==> config.mk <==
export PLATFORM = sky130hd
export DESIGN_NAME = plw_ctrl
export DESIGN_NICKNAME = d
export VERILOG_FILES = /design/src/rtl/plw_pkg.sv /design/src/rtl/plw_ctrl.sv
export SDC_FILE = /design/constraint.sdc
export NUM_CORES = 1
export LEC_CHECK = 0
export BUFFER_PORTS_ARGS = -buffer_cell sky130_fd_sc_hd__buf_2
export CORE_AREA = 2 2 39 41
export CTS_BUF_LIST = sky130_fd_sc_hd__clkbuf_8
export DETAILED_ROUTE_END_ITERATION = 16
export DIE_AREA = 0 0 41 43
export PLACE_DENSITY_LB_ADDON = 0.12
export SYNTH_ARGS = -nofsm -noshare
export SYNTH_HDL_FRONTEND = slang
export SYNTH_SLANG_ARGS = --single-unit
==> constraint.sdc <==
create_clock -name clk -period 4 [get_ports clk]
set_input_delay 0.4 -clock clk [delete_from_list [all_inputs] [get_ports clk]]
set_output_delay 0.4 -clock clk [all_outputs]
set_load 0.03 [all_outputs]
==> src/rtl/plw_pkg.sv <==
// ----------------------------------------------------------------------------
// plw_pkg
// Shared types, constants and the constant table of the power-law shaper.
// ----------------------------------------------------------------------------
`default_nettype none

package plw_pkg;

	localparam int unsigned MAX_SAMPLES = 8192;
	localparam int unsigned CNT_W = 14;
	localparam int unsigned SUM_W = 29;
	localparam int unsigned EXP_W = 6;
	localparam int unsigned EXP_MIN = 10;
	localparam int unsigned EXP_MAX = 60;
	localparam int unsigned EXP_RESET = 20;
	localparam int unsigned LEVEL_MAX = 65536;
	localparam int unsigned DIV_W = 31;
	localparam int unsigned Q30_W = 31;

	// Division by 20 is a shift by two followed by a reciprocal multiply by 1/5.
	localparam logic [31:0] RECIP5 = 32'hCCCCCCCD;
	localparam int unsigned RECIP5_SHIFT = 34;

	typedef logic [15:0][Q30_W-1:0] dtab_t;

	typedef struct packed {
		logic       load;
		logic       log_step;
		logic       zdiv_load;
		logic       zmul;
		logic       div_step;
		logic       exp_step;
		logic [3:0] step_idx;
		logic       fin;
		logic       ldiv_load;
		logic       out_load;
	} plw_cmd_t;

	typedef struct packed {
		logic last;
	} plw_sts_t;

	function automatic logic [63:0] isqrt64(input logic [63:0] v);
		logic [63:0] rem_v;
		logic [63:0] res;
		logic [63:0] bit_v;
		rem_v = v;
		res = '0;
		bit_v = 64'd1 << 62;
		for (int i = 0; i < 32; i++) begin
			if (rem_v >= res + bit_v) begin
				rem_v = rem_v - (res + bit_v);
				res = (res >> 1) + bit_v;
			end else begin
				res = res >> 1;
			end
			bit_v = bit_v >> 2;
		end
		return res;
	endfunction

	// Entry k holds 2^(-2^-(k+1)) in Q30.
	function automatic dtab_t build_pow_d();
		dtab_t tab;
		logic [63:0] d;
		d = isqrt64(64'd1 << 59);
		tab[0] = d[Q30_W-1:0];
		for (int k = 1; k < 16; k++) begin
			d = isqrt64(d << 30);
			tab[k] = d[Q30_W-1:0];
		end
		return tab;
	endfunction

	localparam dtab_t POW_D = build_pow_d();

endpackage

`default_nettype wire

==> src/rtl/plw_ctrl.sv <==
// ----------------------------------------------------------------------------
// plw_ctrl
// Sequencer stepping the datapath through log, divide, exp and level phases.
// ----------------------------------------------------------------------------
`default_nettype none

module plw_ctrl (
	input  wire logic              clk,
	input  wire logic              arst_n,
	input  wire logic              in_valid,
	output logic                   in_ready,
	output logic                   out_valid,
	input  wire logic              out_ready,
	output plw_pkg::plw_cmd_t      cmd,
	input  wire plw_pkg::plw_sts_t sts
);

	localparam logic [3:0] S_IDLE = 4'd0;
	localparam logic [3:0] S_LOG  = 4'd1;
	localparam logic [3:0] S_ZLD  = 4'd2;
	localparam logic [3:0] S_ZDIV = 4'd3;
	localparam logic [3:0] S_EXP  = 4'd4;
	localparam logic [3:0] S_FIN  = 4'd5;
	localparam logic [3:0] S_LLD  = 4'd6;
	localparam logic [3:0] S_LDIV = 4'd7;
	localparam logic [3:0] S_OUT  = 4'd8;

	logic [3:0] state_q;
	logic [3:0] state_d;
	logic [4:0] step_q;
	logic [4:0] step_d;
	logic       out_valid_q;

	assign in_ready = (state_q == S_IDLE);
	assign out_valid = out_valid_q;

	always_comb begin
		state_d = state_q;
		step_d = step_q + 5'd1;
		cmd = '0;
		cmd.step_idx = step_q[3:0];
		unique case (state_q)
			S_IDLE: begin
				step_d = '0;
				if (in_valid) begin
					cmd.load = 1'b1;
					state_d = S_LOG;
				end
			end
			S_LOG: begin
				cmd.log_step = 1'b1;
				if (step_q == 5'd15) state_d = S_ZLD;
			end
			S_ZLD: begin
				cmd.zdiv_load = 1'b1;
				step_d = '0;
				state_d = S_ZDIV;
			end
			S_ZDIV: begin
				cmd.zmul = 1'b1;
				step_d = '0;
				state_d = S_EXP;
			end
			S_EXP: begin
				cmd.exp_step = 1'b1;
				if (step_q == 5'd15) state_d = S_FIN;
			end
			S_FIN: begin
				cmd.fin = 1'b1;
				state_d = sts.last ? S_LLD : S_OUT;
			end
			S_LLD: begin
				cmd.ldiv_load = 1'b1;
				step_d = '0;
				state_d = S_LDIV;
			end
			S_LDIV: begin
				cmd.div_step = 1'b1;
				if (step_q == 5'(plw_pkg::DIV_W - 1)) state_d = S_OUT;
			end
			S_OUT: begin
				if (!out_valid_q || out_ready) begin
					cmd.out_load = 1'b1;
					state_d = S_IDLE;
				end
			end
			default: state_d = S_IDLE;
		endcase
	end

	always_ff @(posedge clk or negedge arst_n) begin
		if (!arst_n) begin
			state_q <= S_IDLE;
			step_q <= '0;
			out_valid_q <= 1'b0;
		end else begin
			state_q <= state_d;
			step_q <= step_d;
			if (cmd.out_load) out_valid_q <= 1'b1;
			else if (out_ready) out_valid_q <= 1'b0;
		end
	end

`ifndef SYNTHESIS
	a_out_free: assert property (@(posedge clk) disable iff (!arst_n)
		cmd.out_load |-> (!out_valid_q || out_ready))
		else $error("result loaded over an untaken result");
	a_accept_starts: assert property (@(posedge clk) disable iff (!arst_n)
		(in_valid && in_ready) |=> (state_q == S_LOG && step_q == 5'd0))
		else $error("accepted request did not start the log phase");
	a_exp_bound: assert property (@(posedge clk) disable iff (!arst_n)
		(state_q == S_EXP || state_q == S_LOG) |-> (step_q < 5'd16))
		else $error("step counter out of range");
`endif

endmodule

`default_nettype wire

==> impl_metrics.json <==
{
  "outcome": "finished clean",
  "drt-initial-drc-count": 7,
  "post-route-util_pct": 55.1,
  "synth_area_leader_cell": "dfrtp_1",
  "clk_pin_slew_ps": 50,
  "dp.final_hpwl_um": 941,
  "maxSlewHeadroom_pct": 66.3,
  "dp_cells": 100,
  "max_cap_viol_count": 0,
  "yosysMostFrequentCell": "dfrtp_1",
  "power_uw": 670,
  "leakage_nw": 0.405,
  "die_x_um": 41,
  "instances_no_fill": 104,
  "core_area_um2": 1380,
  "place_worst_setup_slack_ps": 2210,
  "clock-root-buffer": "clkbuf_8",
  "ys_types": 31,
  "tns_ps": 0,
  "required_ps": 3600,
  "setup_ws_ps": 1970,
  "cts_hold_buf": 0,
  "routed-via-count": 535,
  "gp_congestion": 0.691,
  "skew_ps": 0.747,
  "path_max_fanout": 12,
  "synth_area_per_cell_um2": 8.76,
  "synthTopCellsByArea": "dfrtp_1 39%, ha_1 5.9%, buf_4 4.7%, nor2_1 4.7%, nor3_1 3.9%",
  "tritoncts": "yes",
  "arrival_ps": 1630,
  "met3_length_um": 44,
  "finalInstanceArea_um2": 762,
  "ant_nets": 0,
  "nets": 97,
  "antenna_found_initial": 0,
  "fp-row-count": 14,
  "yosys-top-cells-count": "10 x dfrtp_1, 8 x nor2_1, 6 x inv_1",
  "cts_max_level": 1,
  "hold_class": "primary input to async pin",
  "seq_area_frac_synth_pct": 39.1,
  "crit-reg2reg-launch": "step_q[0]",
  "fmax_mhz": 493,
  "grt_pass1_wl_um": 1850,
  "drv_slew": 0,
  "port_buffers": 19,
  "cts_setup_buffers": 0,
  "crit_type": "register to output port",
  "yosys_register_bits": 10,
  "ios": 20,
  "highest_layer": "met4",
  "vdd_drop_max_v": 0.000457,
  "synth_top_area_share_pct": 39.1,
  "min_period_ps": 2030,
  "initial_core_util_pct": 46.2,
  "wl_met1_um": 543,
  "syn_nets": 81,
  "wl_met2_um": 551,
  "ys.warnings.count": 0,
  "power_density_nw_per_um2": 879,
  "antennaDiodeCount": 0,
  "remaining_drc_errors": 0,
  "numCtsBuffers": 3,
  "end_kind": "output port",
  "reg2regPathDepth": 7,
  "grt.overflow.total": 0,
  "min_period_over_period_pct": 50.7,
  "syn_inst": 73,
  "worstMarginPinSlew_ps": 498,
  "async_flop_share_pct": 100,
  "clock_latency_ps": 240,
  "synth-edff-count": 0,
  "rsz0062_at_grt": "false",
  "cts_buffer_depth": 2,
  "post_drt_wl_per_cell_um": 11.3,
  "worstReg2RegEnd": "state_q[2]",
  "die-area_um2": 1760,
  "start_kind": "register",
  "grt_max_degree": 13,
  "detail_route.vias_per_cell": 5.14,
  "netlist_area_um2": 639,
  "wl_um": 1180,
  "drive_above_1_share_pct": 31.8,
  "synth_ff_type": "dfrtp_1",
  "area_growth_pct": 19.2,
  "setup_viol_count_final": 0,
  "firstDrtPassIters": 4,
  "cts_resized": 0,
  "die_h_um": 43,
  "hold-worst-slack_ps": 12.1,
  "cts.sinks": 10,
  "dpl_cell_area_um2": 707,
  "grt_pass1_vias": 421,
  "hold_viol_final": 0,
  "groute.usage.overall_pct": 16.1,
  "r2r_slack_ps": 2250
}
==> cells by family after synthesis <==
family	share of synthesized area, %
flops	39.1
xor+xnor	2.74
fa+ha+maj	5.87
mux	1.57
simple gates	26.6
buf+inv	11.5
compound gates	12.5
==> critical path: stages, from the launching register on <==
cell and delay [ps]:
dfrtp_1 480, or4b_4 590, a21oi_1 120, buf_2 210
==> power breakdown <==
group / internal [mW] / switching, mW
Clock: 0.0864 / 0.0384
Combinational: 0.121 / 0.216
Sequential: 0.137 / 0.0700
==> flip-flops by register name, indices dropped and copies added (netlist names) <==
signal / flops
out_valid: 1
step_q: 5
state_q: 4
==> how the worst max path moves through the flow <==
stage | cells past startpoint | end | start | slack [ps]
2_1_floorplan | 3 | cmd[12] | state_q[0] | 1560
3_3_place_gp | 3 | cmd[0] | state_q[1] | 2220
3_5_place_dp | 3 | cmd[0] | state_q[1] | 2210
4_1_cts | 3 | cmd[0] | state_q[1] | 1960
5_1_grt | 3 | cmd[0] | state_q[1] | 1900
6_report | 3 | cmd[0] | state_q[1] | 1970
==> layout make-up <==
type | count | area [um2]
inverter | 7 | 26.3
timing repair buffer | 19 | 95.1
sequential | 10 | 250
fill | 140 | 622
tap | 16 | 20.0
clock buffer | 4 | 55.1
multi-input combinational | 48 | 315
==> layout by cell type, fill, tap and decap left out, types with 2 or more instances in the layout <==
master / n
inv_1: 6
a21oi_1: 4
o21ai_1: 2
buf_2: 19
nand2b_1: 2
nand2_1: 5
dfrtp_1: 10
ha_1: 3
nor2_1: 8
clkbuf_8: 4
nor3_1: 5
a211o_1: 2
==> layer usage <==
| layer | GRT usage [%] | up-vias |
|---|---|---|
| met1 | 21.9 | 247 |
| met4 | 12.0 | 0 |
| li1 | - | 276 |
| met2 | 21.6 | 8 |
| met3 | 3.14 | 4 |
| met5 | 0 | - |
(Power assumes the default switching activity.)
